===== src/rtl/core/dbma_pkg.sv =====
// shared types and constants for the daily bar moving average engine
package dbma_pkg;

    localparam int unsigned PriceW  = 24;
    localparam int unsigned VolW    = 40;
    localparam int unsigned RatioW  = 32;
    localparam int unsigned GapW    = 3;
    localparam int unsigned NumWin  = 6;

    typedef struct packed {
        logic [PriceW-1:0] open_price;
        logic [PriceW-1:0] high_price;
        logic [PriceW-1:0] low_price;
        logic [PriceW-1:0] close_price;
        logic [VolW-1:0]   volume;
    } t_bar_in;

    typedef struct packed {
        logic [PriceW-1:0] prior_close;
        logic [PriceW-1:0] ma_5;
        logic [PriceW-1:0] ma_10;
        logic [PriceW-1:0] ma_20;
        logic [PriceW-1:0] ma_60;
        logic [PriceW-1:0] ma_120;
        logic [PriceW-1:0] ma_250;
        logic [RatioW-1:0] volume_ratio;
        logic [GapW-1:0]   gap_class;
    } t_bar_out;

    localparam logic [GapW-1:0] GapNone     = 3'd0;
    localparam logic [GapW-1:0] GapDown     = 3'd1;
    localparam logic [GapW-1:0] GapLowOpen  = 3'd2;
    localparam logic [GapW-1:0] GapUp       = 3'd3;
    localparam logic [GapW-1:0] GapHighOpen = 3'd4;

    localparam logic [RatioW-1:0] RatioOne = 32'h0001_0000;
    localparam logic [RatioW-1:0] RatioSat = 32'hFFFF_FFFF;

    // divider command and status between the sequencer and the divider
    typedef struct packed {
        logic start;
    } t_div_cmd;

    typedef struct packed {
        logic busy;
        logic done;
    } t_div_sts;

endpackage


===== src/rtl/core/dbma_divider.sv =====
// shared restoring divider, one quotient bit per cycle
module dbma_divider #(
    parameter int unsigned NUM_W = 64,
    parameter int unsigned DEN_W = 48
) (
    input  logic                   i_clk,
    input  logic                   i_rst_n,
    input  dbma_pkg::t_div_cmd     i_cmd,
    input  logic [NUM_W-1:0]       i_num,
    input  logic [DEN_W-1:0]       i_den,
    output dbma_pkg::t_div_sts     o_sts,
    output logic [NUM_W-1:0]       o_quot
);
    import dbma_pkg::*;

    localparam int unsigned CntW = $clog2(NUM_W + 1);

    logic [NUM_W-1:0] r_quot, n_quot;
    logic [DEN_W:0]   r_rem, n_rem;
    logic [DEN_W-1:0] r_den;
    logic [CntW-1:0]  r_cnt;
    logic             r_busy;
    logic             r_done;
    logic [DEN_W:0]   shifted;
    logic [DEN_W:0]   diff;

    always_comb begin
        shifted = {r_rem[DEN_W-1:0], r_quot[NUM_W-1]};
        diff    = shifted - {1'b0, r_den};
        n_quot  = {r_quot[NUM_W-2:0], 1'b0};
        n_rem   = shifted;
        if (!diff[DEN_W]) begin
            n_rem     = diff;
            n_quot[0] = 1'b1;
        end
    end

    always_ff @(posedge i_clk) begin
        if (!i_rst_n) begin
            r_busy <= 1'b0;
            r_done <= 1'b0;
            r_cnt  <= '0;
        end else begin
            r_done <= 1'b0;
            if (i_cmd.start) begin
                r_busy <= 1'b1;
                r_cnt  <= CntW'(NUM_W);
            end else if (r_busy) begin
                r_cnt <= r_cnt - 1'b1;
                if (r_cnt == CntW'(1)) begin
                    r_busy <= 1'b0;
                    r_done <= 1'b1;
                end
            end
        end
    end

    always_ff @(posedge i_clk) begin
        if (i_cmd.start) begin
            r_quot <= i_num;
            r_rem  <= '0;
            r_den  <= i_den;
        end else if (r_busy) begin
            r_quot <= n_quot;
            r_rem  <= n_rem;
        end
    end

    assign o_sts.busy = r_busy;
    assign o_sts.done = r_done;
    assign o_quot     = r_quot;

    a_done_after_busy: assert property (@(posedge i_clk) disable iff (!i_rst_n)
        o_sts.done |-> $past(r_busy)) else $error("divider done without busy");
    a_no_start_busy: assert property (@(posedge i_clk) disable iff (!i_rst_n)
        r_busy && !i_cmd.start |=> r_busy || r_done) else $error("divider dropped busy");
    a_done_pulse: assert property (@(posedge i_clk) disable iff (!i_rst_n)
        r_done |=> !r_done) else $error("divider done held");

endmodule


===== config.mk =====
export PLATFORM = sky130hd
export DESIGN_NAME = dbma_divider
export DESIGN_NICKNAME = d
export VERILOG_FILES = /design/src/rtl/core/dbma_pkg.sv /design/src/rtl/core/dbma_divider.sv
export SDC_FILE = /design/constraint.sdc
export NUM_CORES = 1
export LEC_CHECK = 0
export CAP_MARGIN = 20
export CORE_UTILIZATION = 45
export CTS_CLUSTER_SIZE = 30
export DETAILED_ROUTE_END_ITERATION = 7
export DONT_BUFFER_PORTS = 1
export GPL_ROUTABILITY_DRIVEN = 0
export SLEW_MARGIN = 5
export SYNTH_ARGS = -nofsm -noshare
export SYNTH_HDL_FRONTEND = slang
export SYNTH_SLANG_ARGS = --single-unit

===== constraint.sdc =====
create_clock -name i_clk -period 6.05 [get_ports i_clk]
set_input_delay 0.9075 -clock i_clk [delete_from_list [all_inputs] [get_ports i_clk]]
set_output_delay 0.9075 -clock i_clk [all_outputs]
set_load 0.1 [all_outputs]

==> results of run 1 <==
==> per-stage QoR <==
stage / hold slack, ps / instances / instance area [um^2]
global placement: 478 / 1120 / 9630
finish: 495 / 1153 / 10200
detailed placement: 489 / 1120 / 9630
floorplan: 459 / 887 / 9460
global route: 526 / 1153 / 10200
CTS: 500 / 1152 / 10200
==> worst max-delay path, cell delays in order, from the launching register on <==
cell,delay (ps)
edfxtp_1,360
inv_1,60
ha_1,220
fa_1,400
nand2b_1,180
a21oi_1,210
o21ai_1,150
a211oi_1,270
nor2_1,120
o31ai_2,340
a41oi_4,210
xnor2_4,710
buf_4,510
mux2i_1,270
a211oi_1,90
==> path summary, 6_finish.rpt <==
| kind | start | endpoint | slack, ps | cells past startpoint |
|---|---|---|---|---|
| max | o_quot[63] | r_rem[4] | 1780 | 14 |
| min | r_cnt[0] | r_cnt[0] | 500 | 2 |
| max reg2reg | o_quot[63] | r_rem[4] | 1780 | 14 |
| min reg2reg | r_cnt[0] | r_cnt[0] | 500 | 2 |
==> kinds of logic after synthesis <==
logic type / synth area share, %
and+or+nand+nor: 10.2
adders and majority gates: 6.83
AOI/OAI and AO/OA: 15.4
buffers and inverters: 4.70
DFF: 47.6
xor gates and xnor gates: 5.01
muxes: 10.3
==> registers in the layout (all words and copies together) (netlist names) <==
name and cells:
o_quot 64, r_done 1, r_rem 48, r_cnt 7, r_den 48, r_busy 1
==> layout by cell type, fill, tap and decap left out, types with 9 or more instances in the layout <==
cell / instances
mux2_2: 63
a21o_1: 15
nor2_1: 61
inv_1: 63
nand2_1: 61
mux2i_1: 26
nor3_1: 14
nand3_1: 18
dfxtp_1: 56
xor2_1: 25
o21ai_0: 32
ha_1: 50
a211oi_1: 31
nor2b_1: 9
clkbuf_16: 17
o211ai_1: 10
edfxtp_1: 112
xnor2_1: 26
nand4_1: 13
a21oi_1: 62
==> per-layer routing <==
layer  GRT usage (%)  vias up  share of wire [%]
met4            5.77        0                1.0
met1            24.9     3033                 45
met2            31.0      192                 46
li1                -     3241                  -
met3            6.86       10                7.6
met5               0        -                  0
==> power by group <==
part	total, uW	internal, uW	switching [uW]	leakage [uW]
registers	1750	1350	400	0.00158
logic	500	214	287	0.00210
clock network	1090	557	531	0.000290
==> cell type report <==
cell class | count | share of cell area (%)
repair buffers | 5 | 0.367
clock buffers | 17 | 4.16
clock inverters | 15 | 1.63
well taps | 270 | 3.30
inverters | 64 | 2.35
flip-flops and latches | 169 | 44.1
multi-input cells | 613 | 44.1
==> impl_metrics.tcl, run 1 <==
set metrics [dict create \
    status "finished, final reports clean" \
    die_area_um2 21600 \
    synth-edff-count 112 \
    cts-hold-fix-buffers 0 \
    htree_levels 4 \
    vdd_drop_max_mv 0.179 \
    place_ws_ps 1750 \
    syn_area_per_cell_um2 10.7 \
    synth_top_flop_cell "edfxtp_1" \
    fmax_mhz 234 \
    antenna_found_initial 0 \
    synth_cells 887 \
    synth_top_area_cell "edfxtp_1" \
    hold_viol 0 \
    clock_sinks 169 \
    finalSetupViolCount 0 \
    syn_to_final_growth_pct 8.14 \
    dp_hpwl_um 14800 \
    max_cap_violations 0 \
    drt-total-wl_um 20900 \
    nFillCells 1924 \
    syn_area_um2 9460 \
    cts_root_buffer "clkbuf_16" \
    grt.total_usage_pct 19.5 \
    numPortBuffers 0 \
    clkTransAtPathRegs_ps 80 \
    postCtsSetupBuffers 0 \
    cts_tree "yes" \
    gr-total-overflow 0 \
    syn-num-nets 1053 \
    maxSlewHeadroom_pct 31.8 \
    power_per_cell_area_nw_per_um2 326 \
    yosysTopAreaCellShare_pct 35.6 \
    worst_pin_slew_ps 1020 \
    synthArstFlopShare_pct 0 \
    die_h_um 147 \
    power_leakage_uw 0.00397 \
    core_um2 20400 \
    wl_per_cell_um 18.1 \
    rsz0062_at_grt "no" \
    fp.dieW_um 147 \
    clock_latency_ps 440 \
    vias 6476 \
    slew_viol_final 0 \
    drive_gt1_share_pct 13.1 \
    ys_top_cells_by_count "112 x edfxtp_1, 64 x inv_1, 63 x mux2_2, 62 x a21oi_1, 62 x nor2_1" \
    yosys-top-cells-area "edfxtp_1 36%, dfxtp_1 12%, mux2_2 7.5%, ha_1 6.6%, a21oi_1 3.3%" \
    hp-class "flip-flop to flip-flop" \
    crit_required_ps 6330 \
    n_antenna_cell 0 \
    cts_made_buffers 17 \
    critPathArrivalTime_ps 4550 \
    dr.pass1.iters 4 \
    final_nets 1036 \
    synth_most_common_cell "edfxtp_1" \
    power.total_uw 3330 \
    grt_pass1_vias 6396 \
    fin_worst_skew_ps 15.2 \
    via_per_inst 5.62 \
    multi_input_area_um2 4510 \
    rows 52 \
    clk_path_buf_depth 2 \
    min_period_ps 4270 \
    startpoint_type "flip-flop" \
    final_util_pct 50.1 \
    tns_ps 0 \
    synth.distinct_cells 63 \
    grt_max_degree 147 \
    io_pins 181 \
    drtAntennaViolNets 0 \
    critPathKind "flip-flop to flip-flop" \
    drtIter0Drc 354 \
    final-seq-area_um2 4510 \
    period_share_pct 70.6 \
    ys_seq_elements 169 \
    timing.final.ws_setup_ps 1780 \
    seq_area_frac_synth_pct 47.6 \
    ys_warn_count 0 \
    crit_fanout 30 \
    cts_resized 0 \
    grt_pass1_wl_um 33000 \
    start_util_pct 46.3 \
    worstSetupEndpointType "flip-flop" \
    drcViolationCount 0 \
]
No activity file was read; power rests on OpenSTA's default activity.
==> inputs of run 2 (changes only) <==
Clock period 6.05 ns to 3.8 ns, I/O delays scaled along.
==> run 2 against run 1 <==
Combinational power increased by 67%. Count of clock-buffer cells in the layout unchanged. Flip-flop and latch count unchanged. Clock power increased by 63%. Fmax increased by 23%. Register-to-register slack got worse by 1500 ps. Critical path depth increased by 1. Largest cell class unchanged.
==> impl_metrics.tcl, run 2 (same netlist as run 1, synthesis figures left out) <==
set metrics [dict create \
    start_util_pct 46.3 \
    crit_required_ps 4080 \
    layout_commonest_cell "edfxtp_1" \
    rr_startpoint "o_quot[63]" \
    clk_path_buf_depth 2 \
    hold_depth 0 \
    timing.final.ws_setup_ps 318 \
    drtIter0Drc 383 \
    reg2reg_setup_slack_ps 320 \
    max_cap_violations 0 \
    p_switching_uw 1980 \
    cts_tree "yes" \
    hold_start "i_den[42]" \
    gr-total-overflow 0 \
    power_per_cell_area_nw_per_um2 518 \
    worstSetupEndpointType "flip-flop" \
    slowest_stage "buf_4" \
    layout_common_cells "112 x edfxtp_1, 63 x inv_1, 63 x mux2_2" \
    largest_reg_flops 64 \
    io_pins 181 \
    final_util_pct 50.8 \
    dp_hpwl_um 14900 \
    dp.cells 1131 \
    min_period_ps 3480 \
    period_share_pct 91.6 \
    final-seq-area_um2 4510 \
    grt_max_degree 147 \
    vdd_drop_max_mv 0.403 \
    tns_ps 0 \
    antenna_found_initial 0 \
    rsz0062_at_grt "no" \
    die_area_um2 21600 \
    cts_resized 0 \
    clock_sinks 169 \
    cpPeakStageDelay_ps 380 \
    clkTransAtPathRegs_ps 80 \
    fin_worst_skew_ps 15.1 \
    status "finished, final reports clean" \
    die_h_um 147 \
    clockPowerShare_pct 33.1 \
    wl_per_cell_um 18.1 \
    n_antenna_cell 0 \
    fp.dieW_um 147 \
    drtAntennaViolNets 0 \
    holdPathEnd "r_den[42]" \
    numPortBuffers 0 \
    clock_latency_ps 440 \
    dr.pass1.iters 5 \
    syn_to_final_growth_pct 9.82 \
    critPathArrivalTime_ps 3760 \
    cts-hold-fix-buffers 0 \
    grt_pass1_vias 6498 \
    postCtsSetupBuffers 0 \
    fmax_mhz 287 \
    drt-total-wl_um 21100 \
    reg2reg_to "r_rem[38]" \
    place_ws_ps 116 \
    core_um2 20400 \
    switching_share_pct 36.8 \
    finalSetupViolCount 0 \
    via_per_inst 5.61 \
    hold_viol 0 \
    startpoint_type "flip-flop" \
    p_comb_share_pct 15.6 \
    rows 52 \
    crit_buf_inv 3 \
    drive_gt1_share_pct 14.8 \
    fin_cells 1164 \
    final_nets 1047 \
    slew_viol_final 0 \
    drcViolationCount 0 \
    cts_root_buffer "clkbuf_16" \
    nFillCells 1880 \
    htree_levels 4 \
    p_int_uw 3400 \
    critPathKind "flip-flop to flip-flop" \
    crit_fanout 23 \
    multi_input_area_um2 4540 \
    grt.total_usage_pct 20.1 \
    maxSlewHeadroom_pct 30.6 \
    path_cells "inv_1 > ha_2 > fa_2 > nand2b_4 > a21oi_4 > o21ai_2 > a211oi_1 > nor2_1 > o31ai_2 > a41oi_4 > buf_4 > xnor2_4 > buf_4 > mux2i_1 > a211oi_1" \
    vias 6532 \
    grt_pass1_wl_um 34200 \
    sequentialPowerShare_pct 51.4 \
    hp-class "input pin to flip-flop" \
    cts_made_buffers 17 \
    power_leakage_uw 0.00404 \
    cp_top_family "compound AO/OA/AOI/OAI gates" \
    crit_cells 15 \
    reg2regPathDepth 15 \
    worst_pin_slew_ps 1040 \
]
## run 2: routing by layer
metal	GRT usage [%]	vias to the layer above	part of all wire, %
li1	-	3261	-
met1	26.6	3074	45
met2	32.1	184	46
met3	6.12	13	7.3
met4	4.79	0	0.91
met5	0	-	0
## run 2: layout make-up
type | instances | share of cell area, %
inverters | 64 | 2.31
repair buffers | 16 | 1.40
flip-flops and latches | 169 | 43.4
well taps | 270 | 3.25
clock inverters | 15 | 1.83
multi-input cells | 613 | 43.7
clock buffers | 17 | 4.10
## run 2: worst register-to-register path: cells and delay by family, from the launching register on
kind                       cells  cell delay (ps)
muxes                          1              250
xor gates and xnor gates       1              190
adders and majority gates      2              530
DFF                            1              350
AOI/OAI and AO/OA              6             1120
buffers and inverters          3              620
and+or+nand+nor                2              270
## run 2: power by group through the flow
stage                     logic (uW)  registers, uW  clock network (uW)
after global routing             934           2780                1890
after detailed placement         837           2800                   0
after floorplan                  686           2770                   0
final                            837           2760                1780
after CTS                        839           2760                1820
after global placement           830           2800                   0
## run 2: worst max-delay path by stage
stage               startpoint        end  slack [ps]
floorplan           o_quot[63]   r_rem[0]           6
global placement    o_quot[63]  o_quot[0]         280
detailed placement  o_quot[63]  o_quot[0]         120
CTS                 o_quot[63]  o_quot[0]          70
global route         r_den[10]  r_rem[47]           5
finish              o_quot[63]  r_rem[38]         320
## run 2: through the flow
stage | total power [uW] | cell area [um^2] | hold WS, ps
after floorplan | 3460 | 9480 | 459
after global placement | 3630 | 9760 | 476
after detailed placement | 3640 | 9760 | 490
after CTS | 5420 | 10400 | 200
after global routing | 5600 | 10400 | 196
final | 5380 | 10400 | 221
